==> src/touch_sample_averager_macros.svh <==
// assertion helpers shared by the touch sample averager modules
`ifndef TOUCH_SAMPLE_AVERAGER_MACROS_SVH
`define TOUCH_SAMPLE_AVERAGER_MACROS_SVH

// condition that must hold at every edge out of reset
`define TSA_ASSERT_ALWAYS(lbl, cond, msg) \
  lbl: assert property (@(posedge clk) disable iff (rst) (cond)) else $error(msg);

// implication whose consequent is checked in the following cycle
`define TSA_ASSERT_NEXT(lbl, ante, cons, msg) \
  lbl: assert property (@(posedge clk) disable iff (rst) (ante) |=> (cons)) else $error(msg);

`endif

==> src/tsa_pkg.sv <==
package tsa_pkg;

  localparam int AVG_COUNT   = 16;
  localparam int SAMPLE_BITS = 10;

  // averaging is a right shift, so the sample count is a power of two
  localparam int AVG_SHIFT = $clog2(AVG_COUNT);
  localparam int SAMPLE_W  = 10;
  localparam int COORD_W   = 10;
  localparam int SUM_W     = SAMPLE_BITS + AVG_SHIFT;
  localparam int CNT_W     = (AVG_SHIFT < 1) ? 1 : AVG_SHIFT;

  typedef enum logic [1:0] {
    KIND_PEN  = 2'd0,
    KIND_CONV = 2'd1,
    KIND_TICK = 2'd2,
    KIND_READ = 2'd3
  } kind_t;

  typedef enum logic [1:0] {
    MODE_WAIT_DOWN = 2'd0,
    MODE_WAIT_UP   = 2'd1,
    MODE_AUTO      = 2'd2
  } mode_t;

  typedef struct packed {
    kind_t               kind;
    logic                pen_down;
    logic [SAMPLE_W-1:0] sample_x;
    logic [SAMPLE_W-1:0] sample_y;
  } event_t;

  typedef struct packed {
    logic               start_conversion;
    mode_t              panel_mode;
    logic [COORD_W-1:0] coord_x;
    logic [COORD_W-1:0] coord_y;
    logic               pressed;
    logic               coord_valid;
  } result_t;

endpackage

==> src/tsa_core.sv <==
module tsa_core (
  input  logic             clk,
  input  logic             rst,
  input  logic             adv,
  input  tsa_pkg::event_t  ev,
  output tsa_pkg::result_t res
);
  import tsa_pkg::*;

  mode_t              mode_now, mode_now_next;
  logic               tick_armed, tick_armed_next;
  logic [SUM_W-1:0]   sum_x, sum_y, sum_x_next, sum_y_next;
  logic [CNT_W-1:0]   sample_count, sample_count_next;
  logic [COORD_W-1:0] held_x, held_y;
  logic               held_pressed;
  logic               held_valid, held_valid_next;

  logic               post_req;
  logic [COORD_W-1:0] post_x, post_y;
  logic               post_p;
  logic [SUM_W-1:0]   sum_x_add, sum_y_add;
  logic [SAMPLE_W-1:0] sx, sy;
  logic               last_pair;

  // samples are taken in their low SAMPLE_BITS bits
  assign sx = ev.sample_x & SAMPLE_W'((1 << SAMPLE_BITS) - 1);
  assign sy = ev.sample_y & SAMPLE_W'((1 << SAMPLE_BITS) - 1);
  assign sum_x_add = sum_x + SUM_W'(sx);
  assign sum_y_add = sum_y + SUM_W'(sy);
  assign last_pair = (sample_count == CNT_W'(AVG_COUNT - 1));

  always_comb begin
    mode_now_next     = mode_now;
    tick_armed_next   = tick_armed;
    sum_x_next        = sum_x;
    sum_y_next        = sum_y;
    sample_count_next = sample_count;
    held_valid_next   = held_valid;
    post_req          = 1'b0;
    post_x            = '0;
    post_y            = '0;
    post_p            = 1'b0;
    res               = '0;

    unique case (ev.kind)
      KIND_PEN: begin
        if (ev.pen_down) begin
          mode_now_next        = MODE_AUTO;
          res.start_conversion = 1'b1;
        end else begin
          mode_now_next = MODE_WAIT_DOWN;
          post_req      = 1'b1;
        end
      end
      KIND_CONV: begin
        if (ev.pen_down) begin
          if (last_pair) begin
            post_req          = 1'b1;
            post_x            = COORD_W'(sum_x_add >> AVG_SHIFT);
            post_y            = COORD_W'(sum_y_add >> AVG_SHIFT);
            post_p            = 1'b1;
            sum_x_next        = '0;
            sum_y_next        = '0;
            sample_count_next = '0;
            mode_now_next     = MODE_WAIT_UP;
            tick_armed_next   = 1'b1;
          end else begin
            sum_x_next           = sum_x_add;
            sum_y_next           = sum_y_add;
            sample_count_next    = sample_count + CNT_W'(1);
            mode_now_next        = MODE_AUTO;
            res.start_conversion = 1'b1;
          end
        end else begin
          tick_armed_next   = 1'b0;
          mode_now_next     = MODE_WAIT_DOWN;
          post_req          = 1'b1;
          sum_x_next        = '0;
          sum_y_next        = '0;
          sample_count_next = '0;
        end
      end
      KIND_TICK: begin
        if (tick_armed && mode_now != MODE_AUTO) begin
          if (ev.pen_down) begin
            mode_now_next        = MODE_AUTO;
            res.start_conversion = 1'b1;
          end else begin
            tick_armed_next = 1'b0;
            mode_now_next   = MODE_WAIT_DOWN;
            post_req        = 1'b1;
          end
        end
      end
      KIND_READ: begin
        if (held_valid) begin
          res.coord_x     = held_x;
          res.coord_y     = held_y;
          res.pressed     = held_pressed;
          res.coord_valid = 1'b1;
          held_valid_next = 1'b0;
        end
      end
      default: ;
    endcase

    // a post to a full mailbox is dropped
    if (post_req && !held_valid) begin
      held_valid_next = 1'b1;
    end
    res.panel_mode = mode_now_next;
  end

  always_ff @(posedge clk) begin
    if (rst) begin
      mode_now     <= MODE_WAIT_DOWN;
      tick_armed   <= 1'b0;
      sum_x        <= '0;
      sum_y        <= '0;
      sample_count <= '0;
      held_x       <= '0;
      held_y       <= '0;
      held_pressed <= 1'b0;
      held_valid   <= 1'b0;
    end else if (adv) begin
      mode_now     <= mode_now_next;
      tick_armed   <= tick_armed_next;
      sum_x        <= sum_x_next;
      sum_y        <= sum_y_next;
      sample_count <= sample_count_next;
      held_valid   <= held_valid_next;
      if (post_req && !held_valid) begin
        held_x       <= post_x;
        held_y       <= post_y;
        held_pressed <= post_p;
      end
    end
  end

`include "touch_sample_averager_macros.svh"

  `TSA_ASSERT_NEXT(a_read_empties, adv && ev.kind == KIND_READ, !held_valid, "read left mailbox full")
  `TSA_ASSERT_NEXT(a_mailbox_holds, held_valid && !(adv && ev.kind == KIND_READ), held_valid, "mailbox lost its entry")
  `TSA_ASSERT_ALWAYS(a_start_auto, !res.start_conversion || res.panel_mode == MODE_AUTO, "conversion without auto mode")

endmodule

==> src/touch_sample_averager.sv <==
// touch sample averager: pen, conversion, tick and read events in, one result per event out.
// input channel: in_valid / in_stall with kind, pen_down, sample_x, sample_y; a transaction
// completes at a rising edge with in_valid high and in_stall low.
// output channel: out_valid / out_stall with start_conversion, panel_mode, coord_x, coord_y,
// pressed and coord_valid; one result transaction per input transaction, in order.
// an event is registered at acceptance, handled by the core once the result register is free
// or being taken, and its result registered, from where it shows on the output until taken.
// throughput: one event per cycle without stalls; the sequencer state updates in one pass
// of add, compare and shift logic between the event register and the result register.
// when the receiver stalls, the result register holds and the event register still takes
// one more event; in_stall rises only when both are full and the result is not taken.
// reset (rst, synchronous, active high) empties both registers, returns the panel to wait
// for pen down, disarms the repeat tick, clears the sums and empties the mailbox.
module touch_sample_averager (
  input  logic                          clk,
  input  logic                          rst,
  input  logic                          in_valid,
  output logic                          in_stall,
  input  logic [1:0]                    kind,
  input  logic                          pen_down,
  input  logic [tsa_pkg::SAMPLE_W-1:0]  sample_x,
  input  logic [tsa_pkg::SAMPLE_W-1:0]  sample_y,
  output logic                          out_valid,
  input  logic                          out_stall,
  output logic                          start_conversion,
  output logic [1:0]                    panel_mode,
  output logic [tsa_pkg::COORD_W-1:0]   coord_x,
  output logic [tsa_pkg::COORD_W-1:0]   coord_y,
  output logic                          pressed,
  output logic                          coord_valid
);
  import tsa_pkg::*;

  logic    ev_valid;
  event_t  ev;
  logic    adv;
  logic    in_take;
  result_t res_comb;
  result_t res;

  assign adv      = ev_valid && (!out_valid || !out_stall);
  assign in_stall = ev_valid && !adv;
  assign in_take  = in_valid && !in_stall;

  tsa_core u_core (
    .clk (clk),
    .rst (rst),
    .adv (adv),
    .ev  (ev),
    .res (res_comb)
  );

  always_ff @(posedge clk) begin
    if (rst) begin
      ev_valid  <= 1'b0;
      out_valid <= 1'b0;
    end else begin
      if (in_take) begin
        ev_valid <= 1'b1;
      end else if (adv) begin
        ev_valid <= 1'b0;
      end
      if (adv) begin
        out_valid <= 1'b1;
      end else if (!out_stall) begin
        out_valid <= 1'b0;
      end
    end
  end

  always_ff @(posedge clk) begin
    if (in_take) begin
      ev.kind     <= kind_t'(kind);
      ev.pen_down <= pen_down;
      ev.sample_x <= sample_x;
      ev.sample_y <= sample_y;
    end
    if (adv) begin
      res <= res_comb;
    end
  end

  assign start_conversion = res.start_conversion;
  assign panel_mode       = res.panel_mode;
  assign coord_x          = res.coord_x;
  assign coord_y          = res.coord_y;
  assign pressed          = res.pressed;
  assign coord_valid      = res.coord_valid;

`include "touch_sample_averager_macros.svh"

  `TSA_ASSERT_NEXT(a_event_kept, ev_valid && !adv, ev_valid, "pending event dropped")
  `TSA_ASSERT_ALWAYS(a_stall_only_full, !in_stall || (ev_valid && out_valid), "stall with free slot")
  `TSA_ASSERT_NEXT(a_result_shown, adv, out_valid, "handled event gave no result")

endmodule

==> config.mk <==
export PLATFORM = sky130hd
export DESIGN_NAME = touch_sample_averager
export DESIGN_NICKNAME = d
export VERILOG_FILES = /design/src/tsa_pkg.sv /design/src/tsa_core.sv /design/src/touch_sample_averager.sv
export VERILOG_INCLUDE_DIRS = /design/src /design/src/src
export SDC_FILE = /design/constraint.sdc
export NUM_CORES = 1
export LEC_CHECK = 0
export BUFFER_PORTS_ARGS = -buffer_cell sky130_fd_sc_hd__clkbuf_2
export CORE_MARGIN = 3
export CORE_UTILIZATION = 59
export CTS_CLUSTER_SIZE = 25
export DETAILED_ROUTE_END_ITERATION = 8
export PLACE_DENSITY = 0.87
export SLEW_MARGIN = 5
export SYNTH_ARGS = -nofsm -noshare
export SYNTH_HDL_FRONTEND = slang
export SYNTH_SLANG_ARGS = --single-unit
export TNS_END_PERCENT = 20
==> constraint.sdc <==
create_clock -name clk -period 2.6 [get_ports clk]
set_input_delay 0.52 -clock clk [delete_from_list [all_inputs] [get_ports clk]]
set_output_delay 0.52 -clock clk [all_outputs]
set_load 0.05 [all_outputs]
== Word-level counts from Yosys, hierarchy flattened ==
Cells that the tools add are included.
Word-level totals
  flip-flop bits (word level): 107
  bits of input ports: 27
  output and inout bits: 27
Cells by class
  multiplexer cells: 41
  equality and inequality tests: 9
  add/sub/neg operators: 3
  reduce and logical (&&, ||, !) cells: 20
Operator list (count)
  $mux W10: 6
  $mux W14: 4
  $add A14 B10 Y14: 2
  $mux W1: 21
  $mux W2: 4
  $mux W4: 2
  $reduce_and A2 Y1: 4
  $pmux W1 S3: 2
  $pmux W2 S3: 1
  $reduce_bool A2 Y1: 3
  $logic_and A1 B1 Y1: 5
  $logic_not A1 Y1: 5
  $reduce_and A5 Y1: 1
  $add A4 B1 Y4 const B: 1
  $eq A2 B2 Y1 const B: 2
  $eq A4 B4 Y1 const B: 1
  $ne A2 B1 Y1 const B: 2
  $ne A2 B2 Y1 const B: 2
  $ne A3 B2 Y1 const B: 1
  $eq A2 B1 Y1 const B: 1
  $logic_not A2 Y1: 1
  $pmux W1 S2: 1
  $logic_or A1 B1 Y1: 1

== Logic depth before layout (Yosys ltp) ==
  depth in word-level cells: 8
  gate-level depth with buffers: 9
  gate-level depth less buffers: 9

== Cells and area by module ==
From an unflattened synthesis, not the netlist that was laid out.
Second synthesis, totals
  cell total of the unflattened synthesis: 512
  area, all modules: 5222.5 um^2
By module, submodules not included
  tsa_core: area each 3694.8 um^2, times used 1, sequential area each 1141.1 um^2, cells an instance 454
  touch_sample_averager: area each 1527.7 um^2, times used 1, sequential area each 1481.4 um^2, cells an instance 58

== Worst setup path before layout ==
OpenSTA, ideal clock, no wires.
  kind: register to register
  start point: register out_valid
  end point: register, netlist name ev[0]
  arrival time: 2.061 ns
  path buffers: 0
  data required time: 2.195 ns
  period minus slack after synthesis: 2.466 ns
  setup slack: 0.134 ns
  stages on the path, launching flop included: 3
  cell sequence: dfxtp_1 > and3_1 > nor2b_1
Between the ends
  word-level cells in the longest chain between the ends: 7
RTL lines
  from (decl): RTL line touch_sample_averager.sv:23  | output logic out_valid,
  from (signal assigned): RTL line touch_sample_averager.sv:56  | out_valid <= 1'b0;
  from (signal assigned): RTL line touch_sample_averager.sv:64  | out_valid <= 1'b1;
  from (signal assigned): RTL line touch_sample_averager.sv:66  | out_valid <= 1'b0;
  $logic_not A1 Y1: RTL line touch_sample_averager.sv:41  | assign adv = ev_valid && (!out_valid || !out_stall);
  $logic_or A1 B1 Y1: RTL line touch_sample_averager.sv:41
  $logic_and A1 B1 Y1: RTL line touch_sample_averager.sv:41
  $logic_not A1 Y1: RTL line touch_sample_averager.sv:42  | assign in_stall = ev_valid && !adv;
  $logic_and A1 B1 Y1: RTL line touch_sample_averager.sv:42
  via in_stall: RTL line touch_sample_averager.sv:18  | output logic in_stall,
  $logic_not A1 Y1: RTL line touch_sample_averager.sv:43  | assign in_take = in_valid && !in_stall;
  $logic_and A1 B1 Y1: RTL line touch_sample_averager.sv:43
  via in_take: RTL line touch_sample_averager.sv:37  | logic in_take;
The timed path passes the listed nets, and every way through them passes these cells.
A chain may end at the register's enable or synchronous reset.

== Worst setup path after layout ==
  start point: register u_core.sum_y[0]
  end point: register u_core.sum_y[10]
Between the ends
  word-level cells in the longest chain between the ends: 3
RTL lines
  from (decl): RTL line tsa_core.sv:12  | logic [SUM_W-1:0] sum_x, sum_y, sum_x_next, sum_y_next;
  from (signal assigned): RTL line tsa_core.sv:129  | sum_y <= sum_y_next;
  $add A14 B10 Y14: RTL line tsa_core.sv:29  | assign sum_y_add = sum_y + SUM_W'(sy);
  $mux W14: RTL line tsa_core.sv:57  | if (last_pair) begin
  $mux W14: RTL line tsa_core.sv:56  | if (ev.pen_down) begin
Every way passes these cells.

==> metrics.cfg <==
[min_path]
whs_path_depth=1
min_from=sample_y[7]
hold_end=ev[7]
hp-class=primary input to flip-flop

[worst_setup_path]
critPathTopFamily=simple AND/OR/NAND/NOR gates
worstPathRequired_ns=2.93
crit_path_top_delay_cell=fa_1
worstSetupPathType=flip-flop to flip-flop
cp_cell_sequence=ha_1 > inv_1 > fa_1 > nand2b_1 > a21oi_1 > nand2_1 > and3_1 > or4_1 > nand3_1
cp-start-kind=flip-flop
cp_num_buf_inv=1
r2r_cells=9
cp-end-kind=flip-flop
r2r_setup_slack_ns=0.31
slowest_delay_ns=0.40
cp_data_arrival_time_ns=2.62
crit_fanout=4
r2r_end=u_core.sum_y[10]
r2r-start=u_core.sum_y[0]

[placement]
place_worst_setup_slack_ns=0.339
portBuffers=53
gp_congestion=0.906
hpwl_mm=7.21

[routing]
drtPass1Iterations=6
antenna_left=0
drc=0
drt_iter0_drc=296
routed_via_density=5.94
wl_mm=10.3
vias=3911
wire_per_inst_um=15.6

[sta]
setup_viol=0
finalMaxSlewViolations=0
worst_pin_slew_ns=0.593
layout_setup_ws_ns=0.311
fin_crit_sh=0.880
fmax_ghz=0.437
final_hold_viol_count=0
rsz0062_at_grt=false
min_period_ns=2.29
fin_tns_setup_ns=0
max_slew_margin=0.605
holdWs_ns=0.305
clock_skew_ns=0.0172

[synth]
synth_compound_area_frac=0.150
synthAdderAreaFrac=0.0722
synth_top_area_share=0.285
yosysWarnings=0
synthMuxAreaShare=0.0121
synth_area_leader_cell=edfxtp_1
yosysUniqueCellTypes=59
ys_seq_area_frac=0.518
synthSimpleGateAreaFrac=0.186
synth.area.top_cells=edfxtp_1, dfxtp_1, ha_1
synth_nets=548
synth-seq-cells=107
post-synth-top-count-cell=dfxtp_1
synth_top_family_by_area=simple AND/OR/NAND/NOR gates
async_flop_share=0
synth-main-ff-cell=dfxtp_1
synthCells=493
synth_xor_area_frac=0.0363
avgSynthCellArea_um2=10.3
synth_common_cells=dfxtp_1, edfxtp_1, nand2_1
synth-edff-count=48
syn_area_mm2=0.00506

[grt]
first_global_vias=3659
grt_pass1_wl_mm=17.0
grt_antenna_before_repair=0
grt-ovfl-total=0
globalRouteTotalUtil=0.216
grt_max_degree=31

[finish]
drive_gt1_frac=0.168
antenna_cells=0
syn_to_final_growth_pct=12.5
multiInputGateArea_mm2=0.00231
n_fill_cell=644
fin_nets=603
fin_util=0.690
seqCellArea_mm2=0.00262

[clock_tree]
cts_buffer_depth=2
clkSlewWorstSetupHoldPaths_ns=0.11
worstSkewPairLatency_ns=0.38
postCtsSetupRepairBufs=0
htreeDepth=3
cts_resized=0
cts_root_buffer=clkbuf_8
ctsHoldBuffers=0
cts_made_buffers=9
cts_sinks=107
cts_tree=yes

[die]
rows=33
die_area_mm2=0.00973
core_area_mm2=0.00826
boundaryPins=54
die_y_um=98.6
start_util=0.613
fp.dieW_um=98.6

[flow_run]
maxCapViolCount=0

[power_and_ir_drop]
total_power_uw=3220
leakagePower_uw=0.00234
powerDensity_mw_per_mm2=566
ir_drop_mv=0.293

[status]
outcome=finished clean

## cells by family (layout without fill, tap and decap cells)
logic type	after synthesis	after routing
AO/OA/AOI/OAI	113	113
XOR/XNOR	21	21
adder cells (fa/ha/maj)	28	28
buffers and inverters	33	93
flip-flops	107	107
multiplexers	6	6
AND/OR/NAND/NOR	185	185
## worst max-delay path by stage
stage | cells after the start | end | start | slack [ns]
2_1_floorplan | 2 | ev[0] | out_valid | 0.13
3_3_place_gp | 9 | u_core.sum_y[10] | u_core.sum_y[0] | 0.44
3_5_place_dp | 9 | u_core.sum_y[10] | u_core.sum_y[0] | 0.34
4_1_cts | 9 | u_core.sum_y[10] | u_core.sum_y[0] | 0.33
5_1_grt | 9 | u_core.sum_y[10] | u_core.sum_y[0] | 0.15
6_report | 9 | u_core.sum_y[10] | u_core.sum_y[0] | 0.31
## flip-flops by register name, summed over array words and instances (netlist names)
| signal | flops |
|---|---|
| ev | 23 |
| panel_mode | 2 |
| out_valid | 1 |
| u_core.held_valid | 1 |
| u_core.sum_y | 14 |
| coord_x | 10 |
| coord_valid | 1 |
| u_core.mode_now | 2 |
| u_core.sample_count | 4 |
| pressed | 1 |
| start_conversion | 1 |
| u_core.sum_x | 14 |
| ev_valid | 1 |
| u_core.held_pressed | 1 |
| coord_y | 10 |
| u_core.held_x | 10 |
| u_core.tick_armed | 1 |
| u_core.held_y | 10 |
## per-stage QoR
step | instance area, µm² | cells
final | 5700 | 658
after global routing | 5700 | 658
after CTS | 5700 | 658
after detailed placement | 5480 | 642
after global placement | 5480 | 642
after floorplan | 5060 | 493
## power by group
| part | internal [µW] | switching, µW |
|---|---|---|
| sequential | 1800 | 23.5 |
| combinational | 92.1 | 213 |
| clock | 474 | 617 |
| total | 2370 | 854 |
## area by class of cell
type	instances	area share
Sequential cell	107	0.460
Multi-Input combinational cell	353	0.406
Timing Repair Buffer	64	0.0633
Tap cell	105	0.0231
Clock buffer	9	0.0217
Clock inverter	7	0.0167
Inverter	13	0.00857
## placed cells by master, fill, tap and decap left out, drive strengths merged, types with 6 or more instances in the layout
cell type / count
xnor2: 13
a31oi: 7
inv: 15
dfxtp: 59
edfxtp: 48
nand4: 7
buf: 11
clkbuf: 62
and3: 29
nor2b: 7
xor2: 8
o21ai: 25
nor2: 44
a21o: 7
a22oi: 13
nor3: 6
ha: 26
a21oi: 35
nand3: 24
nand2: 44
## layer usage
| metal | GRT usage | vias up | wire length [µm] |
|---|---|---|---|
| li1 | - | 1909 | - |
| met2 | 0.355 | 149 | 4900 |
| met4 | 0.0840 | 0 | 201 |
| met3 | 0.0418 | 17 | 696 |
| met1 | 0.285 | 1836 | 4450 |
| met5 | 0 | - | 0 |
Note: power is estimated with default switching activity, not from simulation.
